==> config.mk <==
export PLATFORM = sky130hd
export DESIGN_NAME = arm64_address_register_tracker
export DESIGN_NICKNAME = d
export VERILOG_FILES = /design/src/sv/aart_pkg.sv /design/src/sv/arm64_address_register_tracker.sv /design/src/sv/aart_exec.sv
export SDC_FILE = /design/constraint.sdc
export NUM_CORES = 2
export LEC_CHECK = 0
export BUFFER_PORTS_ARGS = -buffer_cell sky130_fd_sc_hd__buf_2
export CAP_MARGIN = 20
export CORE_MARGIN = 1.5
export CORE_UTILIZATION = 25
export CTS_CLUSTER_DIAMETER = 60
export DETAILED_ROUTE_END_ITERATION = 10
export PLACE_DENSITY = 0.49
export SYNTH_ARGS = -nofsm -noshare
export SYNTH_HDL_FRONTEND = slang
export SYNTH_HIERARCHICAL = 1
export SYNTH_SLANG_ARGS = --single-unit
export TNS_END_PERCENT = 10
==> constraint.sdc <==
create_clock -name clk -period 9.8 [get_ports clk]
set_clock_uncertainty 0.15 [all_clocks]
set_input_delay 0.49 -clock clk [delete_from_list [all_inputs] [get_ports clk]]
set_output_delay 0.49 -clock clk [all_outputs]
set_load 0.01 [all_outputs]
==> src/sv/aart_pkg.sv <==
// ----------------------------------------------------------------------------
// aart_pkg
// Shared types and constants for the address register tracker: decode
// masks and patterns, register indexes and the execute result record.
// ----------------------------------------------------------------------------
package aart_pkg;

  localparam int XLEN      = 64;
  localparam int INSN_W    = 32;
  localparam int REG_COUNT = 32;
  localparam int REG_IDX_W = $clog2(REG_COUNT);
  localparam int CFG_IDX_W = 2;

  // Configuration register indexes
  localparam logic [CFG_IDX_W-1:0] CFG_MODE   = 2'd0;
  localparam logic [CFG_IDX_W-1:0] CFG_TARGET = 2'd1;
  localparam logic [CFG_IDX_W-1:0] CFG_REPORT = 2'd2;

  // Mode codes
  localparam logic MODE_CALC = 1'b0;
  localparam logic MODE_XREF = 1'b1;

  // Decode masks and patterns
  localparam logic [INSN_W-1:0] MASK_ADR      = 32'h9F00_0000;
  localparam logic [INSN_W-1:0] PAT_ADRP      = 32'h9000_0000;
  localparam logic [INSN_W-1:0] PAT_ADR       = 32'h1000_0000;
  localparam logic [INSN_W-1:0] MASK_OPC8     = 32'hFF00_0000;
  localparam logic [INSN_W-1:0] PAT_ADD_IMM   = 32'h9100_0000;
  localparam logic [INSN_W-1:0] PAT_LDR_LIT   = 32'h5800_0000;
  localparam logic [INSN_W-1:0] MASK_LDST     = 32'hF9C0_0000;
  localparam logic [INSN_W-1:0] PAT_LDR_UOFF  = 32'hF940_0000;
  localparam logic [INSN_W-1:0] PAT_STR_UOFF  = 32'hF900_0000;
  localparam logic [INSN_W-1:0] MASK_LIT_IMM  = 32'h00FF_FFE0;

  // ADD immediate shift codes
  localparam logic [1:0] SH_NONE = 2'b00;
  localparam logic [1:0] SH_12   = 2'b01;

  // Result of executing one instruction against the register file
  typedef struct packed {
    logic                 wr_en;
    logic [REG_IDX_W-1:0] wr_idx;
    logic [XLEN-1:0]      value;
    logic                 skipped;
  } exec_t;

endpackage

==> src/sv/arm64_address_register_tracker.sv <==
// ----------------------------------------------------------------------------
// arm64_address_register_tracker
// Follows address-forming ARM64 instructions over a 32-entry register file.
// ----------------------------------------------------------------------------
// Each instruction word with its address enters an input register; from
// there it is decoded, its source register read, one 64-bit add done and
// the register file and result register updated together, so one
// instruction is taken every cycle while the output is not stalled. The
// register file lives in flip-flops with a valid bit per entry; reset and
// a restart flag clear the valid bits at once, so no clearing pass is
// needed. A result carries the match flag in bit 0 of m_tdata and the
// selected register's value above it. Configuration is written through
// the cfg port, which is always ready, and must only change while no
// instruction is in flight.
module arm64_address_register_tracker (
  input  logic                             clk,
  input  logic                             rst,
  // Configuration write channel
  input  logic                             cfg_valid,
  output logic                             cfg_ready,
  input  logic [aart_pkg::CFG_IDX_W-1:0]   cfg_index,
  input  logic [aart_pkg::XLEN-1:0]        cfg_data,
  // Instruction stream
  input  logic                             s_tvalid,
  output logic                             s_tready,
  input  logic [95:0]                      s_tdata,  // instruction[31:0], pc[95:32]
  input  logic                             s_tuser,  // restart
  // Result stream
  output logic                             m_tvalid,
  input  logic                             m_tready,
  output logic [71:0]                      m_tdata   // match[0], selected_value[64:1], zero
);
  import aart_pkg::*;

  // Configuration registers
  logic                 mode;
  logic [XLEN-1:0]      target;
  logic [REG_IDX_W-1:0] report_register;

  // Input stage
  logic                 in_valid;
  logic [INSN_W-1:0]    in_insn;
  logic [XLEN-1:0]      in_pc;
  logic                 in_restart;

  // Register file
  logic [XLEN-1:0]      rf_data [REG_COUNT];
  logic [REG_COUNT-1:0] rf_valid;

  // Result register
  logic                 out_valid;
  logic                 out_match;
  logic [XLEN-1:0]      out_value;

  logic                 advance;
  logic [XLEN-1:0]      rn_value;
  logic [XLEN-1:0]      rd_after;
  logic [XLEN-1:0]      sel_after;
  exec_t                ex;

  assign cfg_ready = 1'b1;
  assign advance   = in_valid && (!out_valid || m_tready);
  assign s_tready  = !in_valid || advance;
  assign m_tvalid  = out_valid;
  assign m_tdata   = {7'd0, out_value, out_match};

  // Write configuration registers
  always_ff @(posedge clk) begin
    if (rst) begin
      mode            <= MODE_CALC;
      target          <= '0;
      report_register <= '0;
    end else if (cfg_valid && cfg_ready) begin
      case (cfg_index)
        CFG_MODE:   mode            <= cfg_data[0];
        CFG_TARGET: target          <= cfg_data;
        CFG_REPORT: report_register <= cfg_data[REG_IDX_W-1:0];
        default:    mode            <= mode;
      endcase
    end
  end

  // Capture the incoming instruction
  always_ff @(posedge clk) begin
    if (rst) begin
      in_valid <= 1'b0;
    end else if (s_tready) begin
      in_valid <= s_tvalid;
    end
  end

  always_ff @(posedge clk) begin
    if (s_tvalid && s_tready) begin
      in_insn    <= s_tdata[31:0];
      in_pc      <= s_tdata[95:32];
      in_restart <= s_tuser;
    end
  end

  // Read the base register; a restart hides every entry
  function automatic logic [XLEN-1:0] rf_read(input logic [REG_IDX_W-1:0] idx,
                                                input logic clear,
                                                input logic [REG_COUNT-1:0] vld,
                                                input logic [XLEN-1:0] val);
    rf_read = (!clear && vld[idx]) ? val : '0;
  endfunction

  assign rn_value = rf_read(in_insn[9:5], in_restart, rf_valid, rf_data[in_insn[9:5]]);

  aart_exec u_exec (
    .instruction (in_insn),
    .pc          (in_pc),
    .mode        (mode),
    .rn_value    (rn_value),
    .result      (ex)
  );

  // Forward the fresh write into the post-update reads
  assign rd_after = (ex.wr_en && ex.wr_idx == in_insn[4:0]) ? ex.value :
                    rf_read(in_insn[4:0], in_restart, rf_valid, rf_data[in_insn[4:0]]);
  assign sel_after = (ex.wr_en && ex.wr_idx == report_register) ? ex.value :
                     rf_read(report_register, in_restart, rf_valid,
                             rf_data[report_register]);

  // Update valid bits; restart drops every entry before the write
  always_ff @(posedge clk) begin
    if (rst) begin
      rf_valid <= '0;
    end else if (advance) begin
      if (ex.wr_en) begin
        rf_valid <= (in_restart ? '0 : rf_valid) | (REG_COUNT'(1) << ex.wr_idx);
      end else if (in_restart) begin
        rf_valid <= '0;
      end
    end
  end

  // Write register data
  always_ff @(posedge clk) begin
    if (advance && ex.wr_en) begin
      rf_data[ex.wr_idx] <= ex.value;
    end
  end

  // Hold the result until taken
  always_ff @(posedge clk) begin
    if (rst) begin
      out_valid <= 1'b0;
    end else if (advance) begin
      out_valid <= 1'b1;
    end else if (m_tready) begin
      out_valid <= 1'b0;
    end
  end

  always_ff @(posedge clk) begin
    if (advance) begin
      out_match <= !ex.skipped && (rd_after == target);
      out_value <= sel_after;
    end
  end

endmodule

==> src/sv/aart_exec.sv <==
// ----------------------------------------------------------------------------
// aart_exec
// Decodes one instruction word and forms the value written back to the
// tracked register file through a single shared 64-bit adder.
// ----------------------------------------------------------------------------
module aart_exec (
  input  logic [aart_pkg::INSN_W-1:0] instruction,
  input  logic [aart_pkg::XLEN-1:0]   pc,
  input  logic                        mode,
  input  logic [aart_pkg::XLEN-1:0]   rn_value,
  output aart_pkg::exec_t             result
);
  import aart_pkg::*;

  logic [REG_IDX_W-1:0] rd;
  logic [REG_IDX_W-1:0] rn;
  logic [11:0]          imm12;
  logic [1:0]           sh;
  logic [20:0]          imm21;
  logic [XLEN-1:0]      imm21_sext;
  logic [XLEN-1:0]      pc_word;
  logic [XLEN-1:0]      opa;
  logic [XLEN-1:0]      opb;

  assign rd         = instruction[4:0];
  assign rn         = instruction[9:5];
  assign imm12      = instruction[21:10];
  assign sh         = instruction[23:22];
  assign imm21      = {instruction[23:5], instruction[30:29]};
  assign imm21_sext = {{(XLEN-21){imm21[20]}}, imm21};
  assign pc_word    = {pc[XLEN-1:2], 2'b00};

  // Pick operands and destination by decode priority
  always_comb begin
    opa            = '0;
    opb            = '0;
    result.wr_en   = 1'b0;
    result.wr_idx  = rd;
    result.skipped = 1'b0;
    priority if ((instruction & MASK_ADR) == PAT_ADRP) begin
      opa          = {imm21_sext[XLEN-13:0], 12'h000};
      opb          = {pc_word[XLEN-1:12], 12'h000};
      result.wr_en = 1'b1;
    end else if ((instruction & MASK_OPC8) == PAT_ADD_IMM) begin
      opa = rn_value;
      if (sh == SH_NONE) begin
        opb          = {{(XLEN-12){1'b0}}, imm12};
        result.wr_en = 1'b1;
      end else if (sh == SH_12) begin
        opb          = {{(XLEN-24){1'b0}}, imm12, 12'h000};
        result.wr_en = 1'b1;
      end else begin
        result.skipped = 1'b1;
      end
    end else if ((instruction & MASK_LDST) == PAT_LDR_UOFF) begin
      opa = rn_value;
      opb = {{(XLEN-15){1'b0}}, imm12, 3'b000};
      if (imm12 == '0) begin
        result.skipped = 1'b1;
      end else begin
        result.wr_en = 1'b1;
      end
    end else if (mode == MODE_CALC && (instruction & MASK_LDST) == PAT_STR_UOFF) begin
      opa           = rn_value;
      opb           = {{(XLEN-15){1'b0}}, imm12, 3'b000};
      result.wr_idx = rn;
      if (imm12 == '0) begin
        result.skipped = 1'b1;
      end else begin
        result.wr_en = 1'b1;
      end
    end else if ((instruction & MASK_ADR) == PAT_ADR) begin
      opa          = imm21_sext;
      opb          = pc_word;
      result.wr_en = 1'b1;
    end else if ((instruction & MASK_OPC8) == PAT_LDR_LIT) begin
      opa          = {{(XLEN-21){1'b0}}, instruction[23:5], 2'b00};
      opb          = pc_word;
      result.wr_en = 1'b1;
    end else begin
      result.wr_en = 1'b0;
    end
    // Shared wrapping adder
    result.value = opa + opb;
  end

endmodule

==> reports/qor.txt <==
IO Port Bufs = 232
DRT iter0 DRCs = 14033
Final WL = 593000 µm
Status = completed
Final net count = 8122
Die Footprint = 0.514 mm²
Post-Layout Cell Count = 14905
Post-CTS Setup Inserts = 0
Vias in the first global route = 86805
RSZ-0062 raised after global routing = false
Hold Vio Cnt, Final = 0
Number of hold buffers added after CTS = 203
Final period util = 96.5%
Routed WL per cell = 39.8 µm
Pin count of the biggest net entering global routing = 126
Root buf cell = clkbuf_16
First-pass GRT wire length = 787000 µm
Core Region = 0.508 mm²
Required @ worst endpoint = 10420 ps
VDD IR max = 0.000150 V
Hold WS = 51.1 ps
CTS buffer count = 317
Die width = 717 µm
Initial Util = 25.1%
Sink Count = 2327
Critical path capture point type = flop
Rel. slew slack = 15.8%
WP buf/inv = 3
Global route total overflow = 0
Via density = 5.91
Most used cell, CP = nand4_1
CP top delay family = compound AO/OA/AOI/OAI gates
Leakage Power = 52.4 nW
Worst skew pair latency = 1040 ps
Kind of critical path = flop to flop
TritonRoute pass-1 iters = 9
CP Data Arrival Time = 10070 ps
Worst Tran Pin Value = 1230 ps
H-tree depth = 5
Clock buffer depth = 4
Synthesized area per cell = 17.2 µm²
Crit path launch type = flop
GR Util All Layers = 22.4%
Fin Setup TNS = 0 ps
Core Rows = 262
Post-DP HPWL = 375000 µm
Die Ht = 717 µm
# IOs = 243
Routability congestion estimate = 0.957
# resized after CTS = 0
Post-DP Area = 0.139 mm²
Final Slew Violations = 0
TritonCTS clock tree = built
CTS clk-pin slew, worst paths = 60 ps
Initial antenna violation count = 62
Max-Cap Viols = 0
Crit-path max FO = 41
Slowest stage cell, crit path = dfxtp_4
Placed cells = 14096
Overall power = 0.0255 W
Max Fclk = 106 MHz
Power Density = 168 mW/mm²
Fin area = 0.152 mm²
Layout cell share with drive strength beyond 1 = 36.8%
Fin crit period = 9450 ps
Vias = 88077
HP Class = primary input to flop
CP max stage delay = 670 ps
Cell count after synthesis = 7391
Yosys warns = 6
ANT nets after route = 0
DRC = 0
Setup violators final = 0
Area growth syn-to-layout = 19.1%
Synthesized cell area = 0.127 mm²
## cells in the final DEF (no fill, tap or decap), types with 41 or more instances in the layout
cell / n
edfxtp_1: 2208
mux4_2: 1664
mux2i_1: 471
nand2_1: 357
buf_4: 326
clkbuf_16: 322
a21oi_1: 239
buf_2: 231
nor2_1: 223
dlygate4sd3_1: 203
o21ai_0: 181
a22oi_1: 129
dfxtp_1: 104
o22ai_1: 74
inv_1: 69
ha_1: 63
and2_1: 59
mux2_2: 57
clkbuf_1: 53
buf_12: 53
nand3_1: 49
clkinv_1: 48
a21o_1: 45
nand4_1: 41
## area by class of cell
cell class                 instances  area [µm²]
timing repair buffer             817        6740
inverter                          75         287
multi-input combinational       4352       56900
antenna                           22        55.1
clock buffer                     376        8270
clock inverter                   204        2410
sequential                      2327       68700
tap                             6732        8420
fill                           49620      357000
## worst register-to-register path: cells and delay by family, from the launching register on
| family | cells | cell delay, ps |
|---|---|---|
| multiplexers | 3 | 1740 |
| buffers and inverters | 3 | 790 |
| flip-flops | 1 | 670 |
| AND/OR/NAND/NOR | 8 | 1400 |
| AO/OA/AOI/OAI | 12 | 3980 |
| XOR/XNOR | 1 | 120 |
| adder cells (fa/ha/maj) | 1 | 360 |
## per-layer routing
| metal | vias up | wire [µm] | track usage (%) |
|---|---|---|---|
| li1 | 32744 | - | - |
| met1 | 47365 | 219000 | 28.4 |
| met2 | 6558 | 262000 | 34.1 |
| met3 | 1378 | 69000 | 6.34 |
| met4 | 32 | 42200 | 13.5 |
| met5 | - | 411 | 0.327 |
## registers in the layout, summed over array words and instances (netlist names), named ones only
register and count:
report_register 5, rf_data 2048, mode 1, in_restart 1, out_match 1, in_insn 32, in_valid 1, m_tvalid 1
target 64, in_pc 62, out_value 64, rf_valid 32
## worst paths after layout
path                 to  cells after the start  slack (ps)         from
max           out_match                     28         350         flop
min           in_pc[28]                      2          50  s_tdata[60]
min reg2reg  target[29]                      2         330   target[29]
max reg2reg   out_match                     28         350         flop
## stage by stage
| step | utilization (%) | setup WS (ps) |
|---|---|---|
| final | 29.9 | 347 |
| after detailed placement | 27.3 | 689 |
| after global routing | 29.8 | 44.0 |
| after floorplan | - | 1200 |
| after CTS | 29.8 | 594 |
| after global placement | 27.3 | 508 |
## where the power goes
| part | internal (W) | switching [W] | total, W |
|---|---|---|---|
| clock | 0.00703 | 0.00496 | 0.0120 |
| combinational | 0.000891 | 0.00162 | 0.00251 |
| sequential | 0.0109 | 0.000138 | 0.0110 |
No activity file was read; power rests on OpenSTA's default activity.
